--- src/rtl/dilp_pkg.sv ---
// Shared constants and types for the decimal integer list parser.
`default_nettype none

package dilp_pkg;

  localparam int VALUE_BITS_DEFAULT = 32;
  localparam int COUNT_BITS_DEFAULT = 16;

  localparam logic [7:0] CH_OPEN  = 8'h5B;
  localparam logic [7:0] CH_CLOSE = 8'h5D;
  localparam logic [7:0] CH_COMMA = 8'h2C;
  localparam logic [7:0] CH_MINUS = 8'h2D;
  localparam logic [7:0] CH_ZERO  = 8'h30;
  localparam logic [7:0] CH_NINE  = 8'h39;
  localparam logic [7:0] CH_SPACE = 8'h20;
  localparam logic [7:0] CH_WS_LO = 8'h09;
  localparam logic [7:0] CH_WS_HI = 8'h0D;
  localparam int         RADIX    = 10;

  typedef enum logic [2:0] {
    KIND_VALUE    = 3'd0,
    KIND_OK       = 3'd1,
    KIND_MISMATCH = 3'd2,
    KIND_SYNTAX   = 3'd3,
    KIND_TRUNC    = 3'd4,
    KIND_OVERFLOW = 3'd5
  } kind_t;

  // Up to two results per byte; slot one is only used when slot zero is.
  typedef struct packed {
    logic  push0;
    logic  push1;
    kind_t kind0;
    kind_t kind1;
  } push_t;

endpackage

`default_nettype wire

--- src/rtl/dilp_if.sv ---
// Handshake interfaces for the text byte channel and the result channel.
`default_nettype none

interface dilp_byte_if;
  logic       valid;
  logic       ready;
  logic [7:0] ch;
  logic       end_of_text;

  modport source (output valid, output ch, output end_of_text, input ready);
  modport sink (input valid, input ch, input end_of_text, output ready);
endinterface

interface dilp_result_if #(
  parameter int VALUE_BITS = dilp_pkg::VALUE_BITS_DEFAULT,
  parameter int COUNT_BITS = dilp_pkg::COUNT_BITS_DEFAULT
);
  logic                         valid;
  logic                         ready;
  logic [2:0]                   kind;
  logic signed [VALUE_BITS-1:0] value;
  logic [COUNT_BITS-1:0]        index;
  logic                         last;

  modport source (output valid, output kind, output value, output index, output last,
                  input ready);
  modport sink (input valid, input kind, input value, input index, input last,
                output ready);
endinterface

`default_nettype wire

--- src/rtl/dilp_parser.sv ---
// Tokenizer state machine: decodes one byte per cycle while accept is high into zero, one or two results.
`default_nettype none

module dilp_parser #(
  parameter int VALUE_BITS = dilp_pkg::VALUE_BITS_DEFAULT,
  parameter int COUNT_BITS = dilp_pkg::COUNT_BITS_DEFAULT
) (
  input  wire logic                         clk,
  input  wire logic                         rst,
  input  wire logic                         cfg_wr_en,
  input  wire logic [COUNT_BITS-1:0]        cfg_wr_data,
  input  wire logic                         accept,
  input  wire logic [7:0]                   ch,
  input  wire logic                         end_of_text,
  output dilp_pkg::push_t                   push,
  output logic signed [VALUE_BITS-1:0]      value0,
  output logic [COUNT_BITS-1:0]             index0,
  output logic [COUNT_BITS-1:0]             index1
);

  localparam int MAG_BITS = VALUE_BITS - 1;
  localparam int ACC_BITS = VALUE_BITS + 3;

  typedef enum logic [2:0] {
    PH_IDLE,
    PH_BEFORE,
    PH_AFTER,
    PH_SIGN,
    PH_DIGITS,
    PH_DISCARD
  } phase_t;

  phase_t                phase, phase_next, ph1, sep_phase;
  logic [MAG_BITS-1:0]   mag, mag_next;
  logic                  neg, neg_next;
  logic [COUNT_BITS-1:0] cnt, cnt_next, cnt_inc, sep_count;
  logic [COUNT_BITS-1:0] expected_count;
  dilp_pkg::push_t       push_c;
  logic [COUNT_BITS-1:0] index0_c, index1_c;

  logic                  is_ws, is_digit, cnt_full, acc_ovf;
  logic [3:0]            digit;
  logic [ACC_BITS-1:0]   acc_wide;
  logic                  sep_emit;
  dilp_pkg::kind_t       sep_kind;
  logic                  fin_from_reg;
  logic [MAG_BITS-1:0]   fin_mag;
  logic                  fin_neg;
  logic [VALUE_BITS-1:0] fin_abs;

  assign is_ws    = (ch == dilp_pkg::CH_SPACE) ||
                    ((ch >= dilp_pkg::CH_WS_LO) && (ch <= dilp_pkg::CH_WS_HI));
  assign is_digit = (ch >= dilp_pkg::CH_ZERO) && (ch <= dilp_pkg::CH_NINE);
  assign digit    = ch[3:0];
  assign cnt_full = &cnt;
  assign cnt_inc  = cnt + COUNT_BITS'(1);

  // Magnitude times ten plus the new digit; too large once past the largest positive value.
  assign acc_wide = ACC_BITS'(mag) * ACC_BITS'(dilp_pkg::RADIX) + ACC_BITS'(digit);
  assign acc_ovf  = acc_wide > ACC_BITS'({MAG_BITS{1'b1}});

  // Separator handling, shared by the gap phases and by a number ended by a non-digit.
  assign sep_count = (phase == PH_DIGITS) ? cnt_inc : cnt;

  always_comb begin
    sep_emit  = 1'b0;
    sep_kind  = dilp_pkg::KIND_SYNTAX;
    sep_phase = PH_DISCARD;
    if (is_ws) begin
      sep_phase = (phase == PH_BEFORE) ? PH_BEFORE : PH_AFTER;
    end else if ((ch == dilp_pkg::CH_COMMA) && (phase != PH_BEFORE)) begin
      sep_phase = PH_BEFORE;
    end else if (ch == dilp_pkg::CH_CLOSE) begin
      sep_emit = 1'b1;
      sep_kind = (sep_count == expected_count) ? dilp_pkg::KIND_OK
                                               : dilp_pkg::KIND_MISMATCH;
    end else if (ch == dilp_pkg::CH_MINUS) begin
      sep_phase = PH_SIGN;
    end else if (is_digit) begin
      sep_phase = PH_DIGITS;
    end else begin
      sep_emit = 1'b1;
    end
  end

  always_comb begin
    ph1          = phase;
    mag_next     = mag;
    neg_next     = neg;
    cnt_next     = cnt;
    push_c       = '0;
    index0_c     = cnt;
    index1_c     = cnt;
    fin_from_reg = 1'b0;

    unique case (phase)
      PH_IDLE: begin
        if (ch == dilp_pkg::CH_OPEN) begin
          ph1      = PH_BEFORE;
          cnt_next = '0;
          mag_next = '0;
          neg_next = 1'b0;
        end else begin
          push_c.push0 = 1'b1;
          push_c.kind0 = dilp_pkg::KIND_SYNTAX;
          ph1          = PH_DISCARD;
        end
      end
      PH_BEFORE, PH_AFTER: begin
        ph1          = sep_phase;
        push_c.push0 = sep_emit;
        push_c.kind0 = sep_kind;
        if (ch == dilp_pkg::CH_MINUS) begin
          neg_next = 1'b1;
          mag_next = '0;
        end else if (is_digit) begin
          // A fresh number starts from zero, so one digit never overflows.
          neg_next = 1'b0;
          mag_next = MAG_BITS'(digit);
        end
      end
      PH_SIGN, PH_DIGITS: begin
        if (is_digit) begin
          if (acc_ovf) begin
            push_c.push0 = 1'b1;
            push_c.kind0 = dilp_pkg::KIND_OVERFLOW;
            ph1          = PH_DISCARD;
          end else begin
            mag_next = acc_wide[MAG_BITS-1:0];
            ph1      = PH_DIGITS;
          end
        end else if (phase == PH_SIGN) begin
          push_c.push0 = 1'b1;
          push_c.kind0 = dilp_pkg::KIND_SYNTAX;
          ph1          = PH_DISCARD;
        end else if (cnt_full) begin
          push_c.push0 = 1'b1;
          push_c.kind0 = dilp_pkg::KIND_OVERFLOW;
          ph1          = PH_DISCARD;
        end else begin
          // The number ends here; the same byte is then taken as a separator.
          push_c.push0 = 1'b1;
          push_c.kind0 = dilp_pkg::KIND_VALUE;
          fin_from_reg = 1'b1;
          cnt_next     = cnt_inc;
          push_c.push1 = sep_emit;
          push_c.kind1 = sep_kind;
          index1_c     = cnt_inc;
          ph1          = sep_phase;
          if (ch == dilp_pkg::CH_MINUS) begin
            neg_next = 1'b1;
            mag_next = '0;
          end
        end
      end
      PH_DISCARD: begin
        ph1 = PH_DISCARD;
      end
      default: begin
        ph1 = PH_DISCARD;
      end
    endcase

    if (end_of_text) begin
      if (ph1 == PH_DIGITS) begin
        // Nothing was emitted on the way into the number phase.
        push_c.push0 = 1'b1;
        index0_c     = cnt;
        if (cnt_full) begin
          push_c.kind0 = dilp_pkg::KIND_OVERFLOW;
        end else begin
          // The value is finished, but the list is still open.
          push_c.kind0 = dilp_pkg::KIND_VALUE;
          cnt_next     = cnt_inc;
          push_c.push1 = 1'b1;
          push_c.kind1 = dilp_pkg::KIND_TRUNC;
          index1_c     = cnt_inc;
        end
      end else if ((ph1 == PH_BEFORE) || (ph1 == PH_AFTER) || (ph1 == PH_SIGN)) begin
        if (push_c.push0) begin
          push_c.push1 = 1'b1;
          push_c.kind1 = dilp_pkg::KIND_TRUNC;
          index1_c     = cnt_next;
        end else begin
          push_c.push0 = 1'b1;
          push_c.kind0 = dilp_pkg::KIND_TRUNC;
          index0_c     = cnt_next;
        end
      end
      ph1 = PH_IDLE;
    end

    phase_next = ph1;
  end

  assign fin_mag = fin_from_reg ? mag : mag_next;
  assign fin_neg = fin_from_reg ? neg : neg_next;
  assign fin_abs = VALUE_BITS'(fin_mag);

  always_comb begin
    push   = push_c;
    index0 = index0_c;
    index1 = index1_c;
    value0 = '0;
    if (push_c.kind0 == dilp_pkg::KIND_VALUE) begin
      value0 = fin_neg ? -fin_abs : fin_abs;
    end
    if (!accept) begin
      push.push0 = 1'b0;
      push.push1 = 1'b0;
    end
  end

  always_ff @(posedge clk) begin
    if (rst) begin
      phase          <= PH_IDLE;
      mag            <= '0;
      neg            <= 1'b0;
      cnt            <= '0;
      expected_count <= '0;
    end else begin
      if (cfg_wr_en) begin
        expected_count <= cfg_wr_data;
      end
      if (accept) begin
        phase <= phase_next;
        mag   <= mag_next;
        neg   <= neg_next;
        cnt   <= cnt_next;
      end
    end
  end

endmodule

`default_nettype wire

--- src/rtl/dilp_queue.sv ---
// Four-entry result queue that takes up to two results a cycle and hands out one.
`default_nettype none

module dilp_queue #(
  parameter int VALUE_BITS = dilp_pkg::VALUE_BITS_DEFAULT,
  parameter int COUNT_BITS = dilp_pkg::COUNT_BITS_DEFAULT
) (
  input  wire logic                         clk,
  input  wire logic                         rst,
  input  wire dilp_pkg::push_t              push,
  input  wire logic signed [VALUE_BITS-1:0] value0,
  input  wire logic [COUNT_BITS-1:0]        index0,
  input  wire logic [COUNT_BITS-1:0]        index1,
  output logic                              room,
  dilp_result_if.source                     result
);

  localparam int DEPTH     = 4;
  localparam int PTR_BITS  = $clog2(DEPTH);
  localparam int FILL_BITS = $clog2(DEPTH + 1);

  logic [2:0]                   kind_q  [DEPTH];
  logic signed [VALUE_BITS-1:0] value_q [DEPTH];
  logic [COUNT_BITS-1:0]        index_q [DEPTH];
  logic                         last_q  [DEPTH];

  logic [PTR_BITS-1:0]  wr_ptr, rd_ptr, wr_ptr1;
  logic [FILL_BITS-1:0] fill, fill_next;
  logic                 pop;

  assign wr_ptr1 = wr_ptr + PTR_BITS'(1);
  assign pop     = result.valid && result.ready;
  // A byte may bring two results, so take one only while two entries are free.
  assign room    = fill <= FILL_BITS'(DEPTH - 2);

  assign result.valid = fill != '0;
  assign result.kind  = kind_q[rd_ptr];
  assign result.value = value_q[rd_ptr];
  assign result.index = index_q[rd_ptr];
  assign result.last  = last_q[rd_ptr];

  always_comb begin
    fill_next = fill;
    if (push.push0) begin
      fill_next = fill_next + FILL_BITS'(1);
    end
    if (push.push1) begin
      fill_next = fill_next + FILL_BITS'(1);
    end
    if (pop) begin
      fill_next = fill_next - FILL_BITS'(1);
    end
  end

  always_ff @(posedge clk) begin
    if (rst) begin
      wr_ptr <= '0;
      rd_ptr <= '0;
      fill   <= '0;
    end else begin
      fill <= fill_next;
      if (pop) begin
        rd_ptr <= rd_ptr + PTR_BITS'(1);
      end
      if (push.push0 && push.push1) begin
        wr_ptr <= wr_ptr + PTR_BITS'(2);
      end else if (push.push0) begin
        wr_ptr <= wr_ptr1;
      end
    end
  end

  always_ff @(posedge clk) begin
    if (push.push0) begin
      kind_q[wr_ptr]  <= push.kind0;
      value_q[wr_ptr] <= value0;
      index_q[wr_ptr] <= index0;
      last_q[wr_ptr]  <= !push.push1;
    end
    if (push.push1) begin
      kind_q[wr_ptr1]  <= push.kind1;
      value_q[wr_ptr1] <= '0;
      index_q[wr_ptr1] <= index1;
      last_q[wr_ptr1]  <= 1'b1;
    end
  end

endmodule

`default_nettype wire

--- src/rtl/decimal_int_list_parser.sv ---
// Top level of the decimal integer list parser: byte channel in, result channel out.
//
// The block takes one text byte per beat and parses a bracketed list of signed decimal
// integers, emitting each value with its index and a close, truncation, syntax or
// overflow result. A byte is decoded in the cycle it is accepted, with the parse state
// held in registers, so bytes stream in at one per cycle. Most bytes cause at most one
// result; a byte that ends a number and also closes the list, fails, or ends the text
// causes two, which leave the output one after the other. Results wait in a four-entry
// queue; a byte is taken only while two entries are free, so with the result side always
// ready the rate is one byte per cycle, dropping only when results back up. The user
// writes expected_count via cfg_wr_en and cfg_wr_data while idle; this is not enforced.
`default_nettype none

module decimal_int_list_parser #(
  parameter int VALUE_BITS = dilp_pkg::VALUE_BITS_DEFAULT,
  parameter int COUNT_BITS = dilp_pkg::COUNT_BITS_DEFAULT
) (
  input  wire logic                  clk,
  input  wire logic                  rst,
  input  wire logic                  cfg_wr_en,
  input  wire logic [COUNT_BITS-1:0] cfg_wr_data,
  dilp_byte_if.sink                  text,
  dilp_result_if.source              result
);

  dilp_pkg::push_t              push;
  logic signed [VALUE_BITS-1:0] value0;
  logic [COUNT_BITS-1:0]        index0, index1;
  logic                         room;
  logic                         accept;

  assign text.ready = room;
  assign accept     = text.valid && room;

  dilp_parser #(
    .VALUE_BITS (VALUE_BITS),
    .COUNT_BITS (COUNT_BITS)
  ) u_parser (
    .clk         (clk),
    .rst         (rst),
    .cfg_wr_en   (cfg_wr_en),
    .cfg_wr_data (cfg_wr_data),
    .accept      (accept),
    .ch          (text.ch),
    .end_of_text (text.end_of_text),
    .push        (push),
    .value0      (value0),
    .index0      (index0),
    .index1      (index1)
  );

  dilp_queue #(
    .VALUE_BITS (VALUE_BITS),
    .COUNT_BITS (COUNT_BITS)
  ) u_queue (
    .clk    (clk),
    .rst    (rst),
    .push   (push),
    .value0 (value0),
    .index0 (index0),
    .index1 (index1),
    .room   (room),
    .result (result)
  );

endmodule

`default_nettype wire
--- src/flat_wrapper.sv ---
// flat-port wrapper written by rule: the top's interface ports become plain ports
module decimal_int_list_parser_flat 
#(
  parameter int VALUE_BITS = dilp_pkg::VALUE_BITS_DEFAULT,
  parameter int COUNT_BITS = dilp_pkg::COUNT_BITS_DEFAULT
)
  (clk, rst, cfg_wr_en, cfg_wr_data, text_valid, text_ch, text_end_of_text, text_ready, result_valid, result_kind, result_value, result_index, result_last, result_ready);
  dilp_byte_if text_i ();
  dilp_result_if #(.VALUE_BITS(VALUE_BITS), .COUNT_BITS(COUNT_BITS)) result_i ();
  input  wire logic clk;
  input  wire logic rst;
  input  wire logic cfg_wr_en;
  input  wire logic [COUNT_BITS-1:0] cfg_wr_data;
  input wire logic [$bits(text_i.valid)-1:0] text_valid;
  input wire logic [$bits(text_i.ch)-1:0] text_ch;
  input wire logic [$bits(text_i.end_of_text)-1:0] text_end_of_text;
  output wire logic [$bits(text_i.ready)-1:0] text_ready;
  output wire logic [$bits(result_i.valid)-1:0] result_valid;
  output wire logic [$bits(result_i.kind)-1:0] result_kind;
  output wire logic [$bits(result_i.value)-1:0] result_value;
  output wire logic [$bits(result_i.index)-1:0] result_index;
  output wire logic [$bits(result_i.last)-1:0] result_last;
  input wire logic [$bits(result_i.ready)-1:0] result_ready;
  assign text_i.valid = text_valid;
  assign text_i.ch = text_ch;
  assign text_i.end_of_text = text_end_of_text;
  assign text_ready = text_i.ready;
  assign result_valid = result_i.valid;
  assign result_kind = result_i.kind;
  assign result_value = result_i.value;
  assign result_index = result_i.index;
  assign result_last = result_i.last;
  assign result_i.ready = result_ready;
  decimal_int_list_parser #(.VALUE_BITS(VALUE_BITS), .COUNT_BITS(COUNT_BITS)) u_core (.clk(clk), .rst(rst), .cfg_wr_en(cfg_wr_en), .cfg_wr_data(cfg_wr_data), .text(text_i), .result(result_i));
endmodule
--- config.mk ---
export PLATFORM = sky130hd
export DESIGN_NAME = decimal_int_list_parser_flat
export DESIGN_NICKNAME = d
export VERILOG_FILES = /design/src/rtl/dilp_pkg.sv /design/src/rtl/dilp_if.sv /design/src/rtl/dilp_parser.sv /design/src/rtl/dilp_queue.sv /design/src/rtl/decimal_int_list_parser.sv /design/src/flat_wrapper.sv
export SDC_FILE = /design/constraint.sdc
export NUM_CORES = 1
export LEC_CHECK = 0
export BUFFER_PORTS_ARGS = -buffer_cell sky130_fd_sc_hd__buf_2
export CAP_MARGIN = 20
export CELL_PAD_IN_SITES_DETAIL_PLACEMENT = 0
export CELL_PAD_IN_SITES_GLOBAL_PLACEMENT = 1
export CORE_MARGIN = 10
export CORE_UTILIZATION = 40
export DETAILED_ROUTE_END_ITERATION = 8
export MAX_ROUTING_LAYER = met4
export PLACE_DENSITY_LB_ADDON = 0.1
export SETUP_SLACK_MARGIN = 0.2
export SLEW_MARGIN = 20
export SYNTH_ARGS = -nofsm -noshare
export SYNTH_HDL_FRONTEND = slang
export SYNTH_SLANG_ARGS = --single-unit
--- constraint.sdc ---
create_clock -name clk -period 9.67 [get_ports clk]
set_input_delay 1.934 -clock clk [delete_from_list [all_inputs] [get_ports clk]]
set_output_delay 1.934 -clock clk [all_outputs]
set_load 0.03 [all_outputs]
==> metrics.md, run 1 <==
| Metric | Value |
|---|---|
| Layout cells sized above 1 | `13.29%` |
| Row cnt | `between 70 and 80` |
| Syn avg cell area | `between 9 and 10 um2` |
| Ranking of synthesized cells by area | `dfxtp_1 23%, edfxtp_1 13%, mux4_2 6.6%, ha_1 5.3%, a22o_1 4.7%` |
| Peak VDD IR | `~0.14 mV` |
| Clk_lat worst skew | `roughly 0.55 ns` |
| Share of the synthesized area in the top cell type | `between 20% and 30%` |
| Post-synthesis adder-cell area fraction | `between 5 and 6%` |
| Synth Area in XOR/XNOR | `between 5 and 6%` |
| Start point of the critical path | `u_core.u_parser.cnt[0]$_SDFFE_PP0P_` |
| Final TNS setup | `0 ns` |
| Clk sinks | `284` |
| Mapped Area | `about 0.018 mm2` |
| Leakage | `between 7 and 8 nW` |
| ANT cells | `0` |
| FFs w/ async S/R, synth | `0%` |
| Post-synth top flop | `dfxtp_1` |
| Multiplexer share of the synthesized area | `a little under a tenth` |
| Vias/cell | `6.007` |
| Hold_sp | `u_core.u_queue.value_q[3][22]$_SDFFE_PN0P_` |
| Synth-to-Final Area Change | `11.08%` |
| Final setup margin | `2.099 ns` |
| Arr. time, crit path | `slightly below 8 ns` |
| Simple-gate area share of the yosys netlist | `17.54%` |
| Crit path max fanout | `28` |
| Maxcap violations | `0` |
| Most common cell in the netlist | `dfxtp_1` |
| Largest family of logic cells by synthesized area | `compound AO/OA/AOI/OAI gates` |
| Period utilisation layout | `about four fifths` |
| Die W | `approximately 230 um` |
| Slew headroom | `32.56%` |
| Cell type with the highest aggregate area in the netlist | `dfxtp_1` |
| WL final | `57.18 mm` |
| Clock buffer depth | `3` |
| Synth Area in Compound Gates | `a little under a quarter` |
| Global-route wire length before repair | `approximately 89 mm` |
| Final setup violation count | `0` |
| Fin crit period | `between 7 and 8 ns` |
| Hold Vio Cnt, Final | `0` |
| Vias in the first global route | `14.66k` |
| CTS Buf Count | `35` |
| Ys Warns | `0` |
| Clk_skew | `a little under 0.02 ns` |
| DIE AREA | `between 0.05 and 0.06 mm2` |
| WP data required | `9.83 ns` |
| Highest Clock Rate | `around 130 MHz` |
| Crit path kind | `reg2reg` |
| Worst-path clk slew | `around 0.060 ns` |
| Largest net degree at the start of global routing | `76` |
| Layout Nets | `2074` |
| Post-Syn Instances | `just under 2k` |
| Remaining DRCs | `0` |
| DRT Pass-1 Iters | `6` |
| Overall routing resource usage | `between 20% and 30%` |
| Final ANT Viol Nets | `0` |
| H-tree levels | `2` |
| Drt first-iter violations | `between 1k and 1.5k` |
| Vias | `15.54k` |
| Post-cts resize count | `0` |
| DP Worst Slack | `approximately 1.8 ns` |
| Syn Nets | `2070` |
| Post-synth cell types | `94` |
| RSZ-0062 raised after global routing | `no` |
| Startpoint Class | `flop` |
| Routability congestion estimate | `~0.89` |
| CTS tree | `yes` |
| Commonest cells in the netlist | `208 x dfxtp_1, 184 x nand2_1, 180 x nor2_1` |
| Outcome | `completed` |
| I/O Buffers | `83` |
| Worst r2r src | `u_core.u_parser.cnt[0]$_SDFFE_PP0P_` |
| PD cells | `between 150 and 200 mW/mm2` |
| Num ports | `84` |
| HPWL Detailed | `a little over 40 mm` |
| Hold Path Class | `reg2reg` |
| Core Box Area | `between 0.04 and 0.05 mm2` |
| EDFF count, synth | `76` |
| Post-synthesis sequential area ratio | `36.20%` |
| GRT Residual Overflow | `0` |
| Fin. max-slew vios | `0` |
| Initial cell density of the core | `about two fifths` |
| Worst-margin pin slew | `1.007 ns` |
| Seq cells post-synth | `284` |
| Crit. End Element | `flop` |
| Drt wl/cell | `22.11 um` |
| CTS Root Buffer Type | `clkbuf_16` |
| # Post-CTS Setup Buffers | `0` |
| Initial antenna violation count | `0` |
| Hold_buf cts | `0` |
| Die Y-Extent | `~230 um` |
-- path summary, 6_finish.rpt --
check	end	slack, ns	depth (start not counted)
setup / recovery	u_core.u_queue.index_q[3][6]$_DFFE_PP_	2.10	18
hold / removal	u_core.u_queue.value_q[3][22]$_SDFFE_PN0P_	0.45	2
setup reg to reg	u_core.u_queue.index_q[3][6]$_DFFE_PP_	2.10	18
hold reg to reg	u_core.u_queue.value_q[3][22]$_SDFFE_PN0P_	0.45	2
-- layout make-up --
class,count,area (um2)
sequential,284,6454
inverter,22,82.58
multi-input combinational,1520,10750
fill,4364,24340
clock buffer,47,992.2
tap,592,740.7
clock inverter,17,186.4
timing repair buffer,104,573.1
-- metal layers --
| layer | wire length, um | vias up | global-route usage (%) | share of wire (%) |
|---|---|---|---|---|
| met4 | 820 | 0 | 4.419 | 1.4 |
| met1 | 28880 | 7625 | 31.24 | 51 |
| met2 | 24100 | 473 | 30.44 | 42 |
| li1 | - | 7375 | - | - |
| met5 | 0 | - | - | 0 |
| met3 | 3382 | 62 | 3.544 | 5.9 |
-- registers in the layout (all words and copies together), names as in the netlist, named ones only --
name / cells
u_core.u_queue.rd_ptr: 2
u_core.u_queue.index_q: 64
u_core.u_parser.cnt: 16
u_core.u_queue.value_q: 128
u_core.u_parser.phase: 3
u_core.u_queue.wr_ptr: 2
u_core.u_parser.neg: 1
u_core.u_queue.fill: 3
u_core.u_queue.last_q: 4
u_core.u_queue.kind_q: 12
u_core.u_parser.mag: 31
u_core.u_parser.expected_count: 16
-- through the flow --
stage	power, mW	hold WS, ns	area [um2]	util, %	cells
6_report	3.829	0.4472	19780	44.83	2586
2_1_floorplan	2.170	0.4198	17810	-	1963
5_1_grt	3.994	0.4684	19780	44.83	2586
3_5_place_dp	2.507	0.4390	18600	42.16	2522
3_3_place_gp	2.501	0.4288	18600	42.16	2522
4_1_cts	3.860	0.4520	19780	44.83	2586
-- cell usage in the layout (no fill, tap or decap), types with 21 or more instances in the layout --
cell / count
dfxtp_1: 206
nor3_1: 32
ha_1: 75
xor2_1: 43
mux2i_1: 44
buf_2: 83
xnor2_1: 64
mux4_2: 52
a21oi_1: 104
nand3_1: 106
inv_1: 22
a22o_1: 95
buf_4: 21
nor2_1: 180
a22oi_1: 42
clkbuf_16: 36
and3_1: 29
nand2_1: 184
o21ai_0: 151
a21o_1: 22
edfxtp_1: 76
-- cells by family after synthesis --
| group | after synthesis |
|---|---|
| xor+xnor | 109 |
| simple gates | 656 |
| buf+inv | 159 |
| compound gates | 581 |
| mux | 97 |
| fa+ha+maj | 77 |
| flops | 284 |
-- worst max-delay path: stages, from the launching register on --
cell      delay, ns
dfxtp_1        0.75
ha_1           0.55
and3_1         0.40
nand3_1        0.26
nor2_1         0.46
nand3_1        0.36
and3_1         0.47
nand2_1        0.36
nand2_1        0.15
nor3_1         0.21
o21ai_1        0.09
buf_4          0.20
a21boi_1       0.62
a31oi_1        0.36
o21ai_1        0.59
nand3_1        0.20
and2_1         0.18
buf_4          0.23
inv_1          0.73
-- where the power goes --
group          switching [mW]  internal, mW  total, mW
Combinational           0.736         0.320       1.06
Sequential             0.0778          1.35       1.42
Clock                   0.543         0.806       1.35
Power figures use the tool's default switching activity.
==> inputs of run 2 (changes only) <==
==> constraint.sdc (replaced) <==
create_clock -name clk -period 6.5 [get_ports clk]
set_input_delay 1.3 -clock clk [delete_from_list [all_inputs] [get_ports clk]]
set_output_delay 1.3 -clock clk [all_outputs]
set_load 0.03 [all_outputs]
==> metrics.md, run 2 (synthesis results as in run 1) <==
| Metric | Value |
|---|---|
| I/O Buffers | `83 (unchanged)` |
| Crit path kind | `reg2reg (unchanged)` |
| Worst Hold Endpoint | `u_core.u_queue.value_q[1][11]$_SDFFE_PP0P_ (was u_core.u_queue.value_q[3][22]$_SDFFE_PN0P_)` |
| DRT Pass-1 Iters | `6 (unchanged)` |
| Outcome | `completed (unchanged)` |
| ANT cells | `0 (unchanged)` |
| Final ANT Viol Nets | `0 (unchanged)` |
| CP top delay family | `simple AND/OR/NAND/NOR gates (unchanged)` |
| DIE AREA | `0.05336 mm2 (unchanged)` |
| Core Box Area | `0.04412 mm2 (unchanged)` |
| Vias/cell | `5.964 (was 6.007)` |
| Fill cell count | `4335 (was 4364)` |
| Crit path cell chain | `ha_1 > ha_1 > nand2_1 > and2_1 > a31oi_1 > mux2i_1 > nor4_4 > nand4_1 > or4_4 > o31ai_4 > buf_4 > a211oi_4 > buf_4 > a32o_1 > or3_4 > or4_4 > o41ai_2 > xor2_2 > a22o_1 (was ha_1 > and3_1 > nand3_1 > nor2_1 > nand3_1 > and3_1 > nand2_1 > nand2_1 > nor3_1 > o21ai_1 > buf_4 > a21boi_1 > a31oi_1 > o21ai_1 > nand3_1 > and2_1 > buf_4 > inv_1)` |
| Final TNS setup | `0 ns (unchanged)` |
| Arr. time, crit path | `6.58 ns (was 7.73 ns)` |
| Layout cells sized above 1 | `17.51% (was 13.29%)` |
| CP max stage delay | `0.59 ns (was 0.75 ns)` |
| CTS Buf Count | `34 (was 35)` |
| WL final | `58.50 mm (was 57.18 mm)` |
| WHS | `0.4519 ns (was 0.4472 ns)` |
| Crit. End Element | `flop (unchanged)` |
| Die Y-Extent | `231 um (unchanged)` |
| Hold Vio Cnt, Final | `0 (unchanged)` |
| CTS Root Buffer Type | `clkbuf_16 (unchanged)` |
| Initial cell density of the core | `40.36% (unchanged)` |
| Slew headroom | `28.34% (was 32.56%)` |
| Crit Reg-Reg Endpoint | `u_core.u_queue.value_q[3][24]$_SDFFE_PN0P_ (was u_core.u_queue.index_q[3][6]$_DFFE_PP_)` |
| Die W | `231 um (unchanged)` |
| RSZ-0062 raised after global routing | `no (unchanged)` |
| Hold Crit Depth | `2 (unchanged)` |
| Clk_lat worst skew | `0.55 ns (about the same)` |
| Clk sinks | `284 (unchanged)` |
| Clk_skew | `0.01363 ns (was 0.01923 ns)` |
| Clock buffer depth | `3 (unchanged)` |
| Buf/Inv on CP | `2 (was 3)` |
| R2R setup slack | `0.36 ns (was 2.10 ns)` |
| Number of flip-flops in the largest register | `128 (unchanged)` |
| Fin. max-slew vios | `0 (unchanged)` |
| Fin crit period | `6.145 ns (was 7.571 ns)` |
| H-tree levels | `2 (unchanged)` |
| Peak VDD IR | `0.2775 mV (was 0.1383 mV)` |
| Crit path max fanout | `7 (was 28)` |
| Leakage | `8.144 nW (was 7.697 nW)` |
| Drt wl/cell | `22.00 um (was 22.11 um)` |
| HPWL Detailed | `42.11 mm (was 41.03 mm)` |
| Worst-path clk slew | `0.06 ns (about the same)` |
| Highest Clock Rate | `162.7 MHz (was 132.1 MHz)` |
| Largest net degree at the start of global routing | `76 (unchanged)` |
| Final setup violation count | `0 (unchanged)` |
| Worst r2r src | `u_core.u_parser.mag[16]$_SDFFE_PP0P_ (was u_core.u_parser.cnt[0]$_SDFFE_PP0P_)` |
| Most frequent cells in the layout | `206 x dfxtp_1, 184 x nand2_1, 179 x nor2_1, 150 x o21ai_0, 107 x nand3_1 (was 206 x dfxtp_1, 184 x nand2_1, 180 x nor2_1, 151 x o21ai_0, 106 x nand3_1)` |
| PD cells | `284.5 mW/mm2 (was 193.6 mW/mm2)` |
| Row cnt | `77 (unchanged)` |
| Routability congestion estimate | `0.9140 (was 0.8850)` |
| Startpoint Class | `flop (unchanged)` |
| Reg2Reg Depth | `19 (was 18)` |
| Slowest CP cell | `or4_4 (was dfxtp_1)` |
| Hold Path Class | `reg2reg (unchanged)` |
| Initial antenna violation count | `0 (unchanged)` |
| Layout Nets | `2149 (was 2074)` |
| Overall routing resource usage | `21.98% (was 21.42%)` |
| Most common cell after layout, fill and taps aside | `dfxtp_1 (unchanged)` |
| Worst-margin pin slew | `1.068 ns (was 1.007 ns)` |
| Synth-to-Final Area Change | `15.45% (was 11.08%)` |
| CTS tree | `yes (unchanged)` |
| Largest regs | `u_core.u_queue.value_q (128), u_core.u_queue.index_q (64), u_core.u_parser.mag (31) (unchanged)` |
| WP data required | `6.93 ns (was 9.83 ns)` |
| Drt first-iter violations | `1570 (was 1388)` |
| Maxcap violations | `0 (unchanged)` |
| Global-route wire length before repair | `90.70 mm (was 89.15 mm)` |
| WP depth | `19 (was 18)` |
| Top reg by flops | `u_core.u_queue.value_q (unchanged)` |
| GRT Residual Overflow | `0 (unchanged)` |
| Hold_sp | `u_core.u_queue.value_q[1][11]$_SDFFE_PP0P_ (was u_core.u_queue.value_q[3][22]$_SDFFE_PN0P_)` |
| Remaining DRCs | `0 (unchanged)` |
| Vias in the first global route | `14.97k (was 14.66k)` |
| Vias | `15.86k (was 15.54k)` |
| Num ports | `84 (unchanged)` |
| Period utilisation layout | `94.54% (was 78.29%)` |
==> run 2: changes by cell type in the layout (fill, tap and decap cells not counted), sizes merged <==
| cell | before | now |
|---|---|---|
| buf | 104 | 180 |
| bufinv | 3 | 6 |
| clkbuf | 47 | 39 |
| inv | 23 | 22 |
| clkinv | 8 | 10 |
| clkinvlp | 5 | 6 |
==> run 2: area by class of cell <==
| class | instances | area [um2] | area share (%) |
|---|---|---|---|
| repair buffers | 180 | 1181 | 5.745 |
| clock inverters | 22 | 294.0 | 1.430 |
| multi-input cells | 1520 | 10900 | 53.00 |
| well taps | 592 | 740.7 | 3.603 |
| flip-flops and latches | 284 | 6454 | 31.39 |
| clock buffers | 39 | 910.9 | 4.430 |
| inverters | 22 | 82.58 | 0.4017 |
==> run 2: worst max-delay path by stage <==
stage	startpoint	end	slack [ns]
6_report	u_core.u_parser.mag[16]$_SDFFE_PP0P_	u_core.u_queue.value_q[3][24]$_SDFFE_PN0P_	0.36
5_1_grt	u_core.u_parser.mag[14]$_SDFFE_PP0P_	u_core.u_queue.value_q[3][23]$_SDFFE_PN0P_	0.11
4_1_cts	u_core.u_parser.mag[3]$_SDFFE_PP0P_	u_core.u_queue.value_q[0][23]$_SDFFE_PN0P_	0.22
3_5_place_dp	text_ch[1]	u_core.u_queue.value_q[0][23]$_SDFFE_PN0P_	0.18
3_3_place_gp	u_core.u_parser.mag[3]$_SDFFE_PP0P_	u_core.u_queue.fill[2]$_SDFF_PP0_	0.28
2_1_floorplan	u_core.u_parser.mag[1]$_SDFFE_PP0P_	u_core.u_queue.fill[2]$_SDFF_PP0_	0.44
==> run 2: stage by stage <==
stage / power (mW) / std cells / area (um2) / utilization (%) / setup WS (ns)
3_3_place_gp: 3.814 / 2584 / 19100 / 43.29 / 0.2753
3_5_place_dp: 3.818 / 2584 / 19100 / 43.29 / 0.1756
4_1_cts: 5.881 / 2645 / 20310 / 46.02 / 0.2209
5_1_grt: 6.109 / 2659 / 20560 / 46.59 / 0.1123
6_report: 5.849 / 2659 / 20560 / 46.59 / 0.3550
2_1_floorplan: 3.229 / 1963 / 17810 / - / 0.4383
==> run 2: power by group <==
group	leakage [nW]	total, mW	internal, mW	switching [mW]
clock	0.576	2.06	1.25	0.808
sequential	2.37	2.15	2.00	0.153
combinational	5.20	1.64	0.542	1.09
==> run 2: timing repair <==
item                                    CTS  global route
resized for setup                         0            29
buffers inserted                          0            14
endpoints found under the setup margin    0           171
hold buffers                              0             0
==> run 2: worst register-to-register path, stage by stage, from the launching register on <==
cell      delay (ns)
dfxtp_1         0.48
ha_1            0.29
ha_1            0.41
nand2_1         0.21
and2_1          0.21
a31oi_1         0.32
mux2i_1         0.22
nor4_4          0.34
nand4_1         0.21
or4_4           0.50
o31ai_4         0.41
buf_4           0.21
a211oi_4        0.10
buf_4           0.19
a32o_1          0.25
or3_4           0.38
or4_4           0.59
o41ai_2         0.31
xor2_2          0.18
a22o_1          0.23
==> run 2: layer usage <==
layer  part of all wire (%)  GRT usage (%)  vias to the layer above
li1                       -              -                     7532
met1                     49          32.31                     7732
met4                    2.0          5.427                        0
met3                    7.1          3.790                       67
met2                     42          30.42                      526
met5                      0              -                        -
==> inputs of run 3 (changes only) <==
--- a/config.mk
+++ b/config.mk
@@ -13,7 +13,7 @@
 export CORE_UTILIZATION = 40
 export DETAILED_ROUTE_END_ITERATION = 8
 export MAX_ROUTING_LAYER = met4
-export PLACE_DENSITY_LB_ADDON = 0.1
+export PLACE_DENSITY = 0.8
 export SETUP_SLACK_MARGIN = 0.2
 export SLEW_MARGIN = 20
 export SYNTH_ARGS = -nofsm -noshare
==> constraint.sdc (replaced) <==
create_clock -name clk -period 5.9 [get_ports clk]
set_input_delay 1.18 -clock clk [delete_from_list [all_inputs] [get_ports clk]]
set_output_delay 1.18 -clock clk [all_outputs]
set_load 0.03 [all_outputs]
==> metrics.md, run 3 (synthesis results as in run 1) <==
| Metric | Value |
|---|---|
| Outcome | `completed (unchanged)` |
| Peak VDD IR | `0.2413 mV (was 0.2775 mV)` |
| Clock buffer depth | `3 (unchanged)` |
| CTS Buf Count | `30 (was 34)` |
| Int Pwr | `4.160 mW (was 3.795 mW)` |
| Design area | `0.02184 mm2 (was 0.02056 mm2)` |
| Vias in the first global route | `15.78k (was 14.97k)` |
| Initial antenna violation count | `1 (was 0)` |
| PD cells | `291.3 mW/mm2 (was 284.5 mW/mm2)` |
| HPWL Detailed | `41.80 mm (was 42.11 mm)` |
| Slew headroom | `33.03% (was 28.34%)` |
| Vias/cell | `5.955 (was 5.964)` |
| Core Box Area | `0.04412 mm2 (unchanged)` |
| CP top delay family | `simple AND/OR/NAND/NOR gates (unchanged)` |
| Most common cell after layout, fill and taps aside | `dfxtp_1 (unchanged)` |
| Maxcap violations | `0 (unchanged)` |
| Period utilisation layout | `94.88% (was 94.54%)` |
| WP data required | `6.37 ns (was 6.93 ns)` |
| Hold Vio Cnt, Final | `0 (unchanged)` |
| Buf/Inv on CP | `3 (was 2)` |
| Worst r2r src | `u_core.u_parser.mag[21]$_SDFFE_PP0P_ (was u_core.u_parser.mag[16]$_SDFFE_PP0P_)` |
| I/O Buffers | `83 (unchanged)` |
| Reg2Reg Depth | `19 (unchanged)` |
| Vias | `16.38k (was 15.86k)` |
| Final ANT Viol Nets | `0 (unchanged)` |
| Routability congestion estimate | `0.9223 (was 0.9140)` |
| Layout cells sized above 1 | `24.65% (was 17.51%)` |
| DRT Pass-1 Iters | `5 (was 6)` |
| Crit. End Element | `flop (unchanged)` |
| Layout Nets | `2242 (was 2149)` |
| Clock power share | `32.6% (was 35.2%)` |
| R2R setup slack | `0.30 ns (was 0.36 ns)` |
| Highest Clock Rate | `178.6 MHz (was 162.7 MHz)` |
| Num ports | `84 (unchanged)` |
| WP depth | `19 (unchanged)` |
| Largest net degree at the start of global routing | `76 (unchanged)` |
| H-tree levels | `1 (was 2)` |
| Largest regs | `u_core.u_queue.value_q (128), u_core.u_queue.index_q (64), u_core.u_parser.mag (31) (unchanged)` |
| Hold_buf cts | `0 (unchanged)` |
| Clk sinks | `284 (unchanged)` |
| RSZ-0062 raised after global routing | `yes (was no)` |
| Number of flip-flops in the largest register | `128 (unchanged)` |
| Drt first-iter violations | `1519 (was 1570)` |
| DIE AREA | `0.05336 mm2 (unchanged)` |
| Worst-path clk slew | `0.06 ns (about the same)` |
| Die Y-Extent | `231 um (unchanged)` |
| Crit path max fanout | `9 (was 7)` |
| Initial cell density of the core | `40.36% (unchanged)` |
| Overall routing resource usage | `21.43% (was 21.98%)` |
| Final total power | `6.364 mW (was 5.849 mW)` |
| CTS Root Buffer Type | `clkbuf_16 (unchanged)` |
| GRT Residual Overflow | `0 (unchanged)` |
| Crit path cell chain | `ha_1 > ha_2 > nand2_1 > or3_1 > a31oi_1 > buf_4 > o221ai_1 > xnor2_1 > nand4_1 > o31ai_4 > buf_6 > a211oi_4 > buf_6 > a32o_2 > or3_4 > or4_4 > o41ai_4 > xor2_2 > a22o_1 (was ha_1 > ha_1 > nand2_1 > and2_1 > a31oi_1 > mux2i_1 > nor4_4 > nand4_1 > or4_4 > o31ai_4 > buf_4 > a211oi_4 > buf_4 > a32o_1 > or3_4 > or4_4 > o41ai_2 > xor2_2 > a22o_1)` |
| Layout Utilization | `49.50% (was 46.59%)` |
| Hold Path Class | `reg2reg (unchanged)` |
| Crit Reg-Reg Endpoint | `u_core.u_queue.value_q[1][30]$_SDFFE_PP0P_ (was u_core.u_queue.value_q[3][24]$_SDFFE_PN0P_)` |
| Crit path top cell by count | `buf_6` |
| Final cell count without fillers | `2751 (was 2659)` |
| Synth-to-Final Area Change | `22.66% (was 15.45%)` |
| WHS | `0.4493 ns (was 0.4519 ns)` |
| Arr. time, crit path | `6.07 ns (was 6.58 ns)` |
| Slowest CP cell | `or4_4 (unchanged)` |
| WL final | `57.85 mm (was 58.50 mm)` |
| Startpoint Class | `flop (unchanged)` |
| Clk_lat worst skew | `0.59 ns (was 0.55 ns)` |
| Top reg by flops | `u_core.u_queue.value_q (unchanged)` |
| Start point of the critical path | `u_core.u_parser.mag[21]$_SDFFE_PP0P_ (was u_core.u_parser.mag[16]$_SDFFE_PP0P_)` |
| DP Area | `0.01982 mm2 (was 0.01910 mm2)` |
| Sequential Power Share | `36.9% (was 36.8%)` |
| Placed insts | `2656 (was 2584)` |
| Leakage | `8.668 nW (was 8.144 nW)` |
| Switch Pwr | `2.203 mW (was 2.054 mW)` |
| Final setup violation count | `0 (unchanged)` |
| Crit path kind | `reg2reg (unchanged)` |
| Fin. max-slew vios | `0 (unchanged)` |
| Die W | `231 um (unchanged)` |
| Sw Share | `34.62% (was 35.11%)` |
| Crit path capture | `u_core.u_queue.value_q[1][30]$_SDFFE_PP0P_ (was u_core.u_queue.value_q[3][24]$_SDFFE_PN0P_)` |
| CTS tree | `yes (unchanged)` |
| Global-route wire length before repair | `90.48 mm (was 90.70 mm)` |
| Most frequent cells in the layout | `190 x dfxtp_1, 181 x nand2_1, 176 x nor2_1, 171 x buf_4, 146 x o21ai_0 (was 206 x dfxtp_1, 184 x nand2_1, 179 x nor2_1, 150 x o21ai_0, 107 x nand3_1)` |
| CP max stage delay | `0.59 ns (about the same)` |
| Row cnt | `77 (unchanged)` |
| Worst-margin pin slew | `0.9978 ns (was 1.068 ns)` |
| Drt wl/cell | `21.03 um (was 22.00 um)` |
| Fin crit period | `5.598 ns (was 6.145 ns)` |
| Clk_skew | `0.03046 ns (was 0.01363 ns)` |
| Combinational share of power | `30.5% (was 28.0%)` |
| Remaining DRCs | `0 (unchanged)` |
-- run 3: cell types whose count changed in the layout (fill, tap and decap cells not counted), moves of 6 or more --
cell,delta
ha_2,+6
buf_4,+77
a21oi_2,+6
a21oi_1,-6
buf_12,+12
dfxtp_2,+16
ha_4,+13
ha_1,-19
dfxtp_1,-16
-- run 3: power by group through the flow --
stage	Clock (mW)	Sequential, mW	Combinational (mW)
after global placement	0	2.39	1.85
after global routing	2.17	2.38	2.09
after detailed placement	0	2.40	1.86
final	2.07	2.35	1.94
after floorplan	0	2.29	1.27
after CTS	2.10	2.35	1.87
-- run 3: metrics by stage --
| stage | setup TNS [ns] | setup WS, ns |
|---|---|---|
| 2_1_floorplan | 0 | 0.2002 |
| 3_3_place_gp | 0 | 0.003785 |
| 3_5_place_dp | -1.034 | -0.06358 |
| 4_1_cts | 0 | 0.1903 |
| 5_1_grt | 0 | 0.1178 |
| 6_report | 0 | 0.3018 |
-- run 3: layout make-up --
cell class                      instances  area, um2
Antenna cell                            1      2.502
Fill cell                            4190      22280
Multi-Input combinational cell       1521      11360
Sequential cell                       284       6474
Clock buffer                           40      828.3
Tap cell                              592      740.7
Timing Repair Buffer                  276       2102
Clock inverter                         15      254.0
Inverter                               22      82.58
-- run 3: worst min path at each step --
stage	start	end	slack [ns]	cells past startpoint
global route	u_core.u_queue.value_q[2][19]$_SDFFE_PP0P_	u_core.u_queue.value_q[2][19]$_SDFFE_PP0P_	0.47	2
global placement	u_core.u_queue.value_q[1][5]$_SDFFE_PP0P_	u_core.u_queue.value_q[1][5]$_SDFFE_PP0P_	0.43	2
finish	u_core.u_queue.value_q[2][19]$_SDFFE_PP0P_	u_core.u_queue.value_q[2][19]$_SDFFE_PP0P_	0.45	2
detailed placement	u_core.u_queue.value_q[2][19]$_SDFFE_PP0P_	u_core.u_queue.value_q[2][19]$_SDFFE_PP0P_	0.44	2
CTS	u_core.u_queue.value_q[2][19]$_SDFFE_PP0P_	u_core.u_queue.value_q[2][19]$_SDFFE_PP0P_	0.45	2
floorplan	u_core.u_queue.value_q[2][11]$_SDFFE_PP0P_	u_core.u_queue.value_q[2][11]$_SDFFE_PP0P_	0.42	2
-- run 3: per-layer routing --
metal / wire, um / GRT usage [%]
met1: 27390 / 30.38
met2: 25610 / 31.80
met3: 3729 / 3.029
met4: 1124 / 4.666
met5: 0 / -
-- run 3: tightest hold or removal path, delay by kind of cell (launching register included) --
kind	cells	cell delay (ns)
compound gates	1	0.05
flops	1	0.32
simple gates	1	0.04
-- run 3: what timing repair did --
item / CTS / global route
pin swaps: 7 / 28
gates resized for setup: 23 / 110
buffers inserted: 8 / 28
setup endpoints to repair: 97 / 195
cloned: 0 / 3
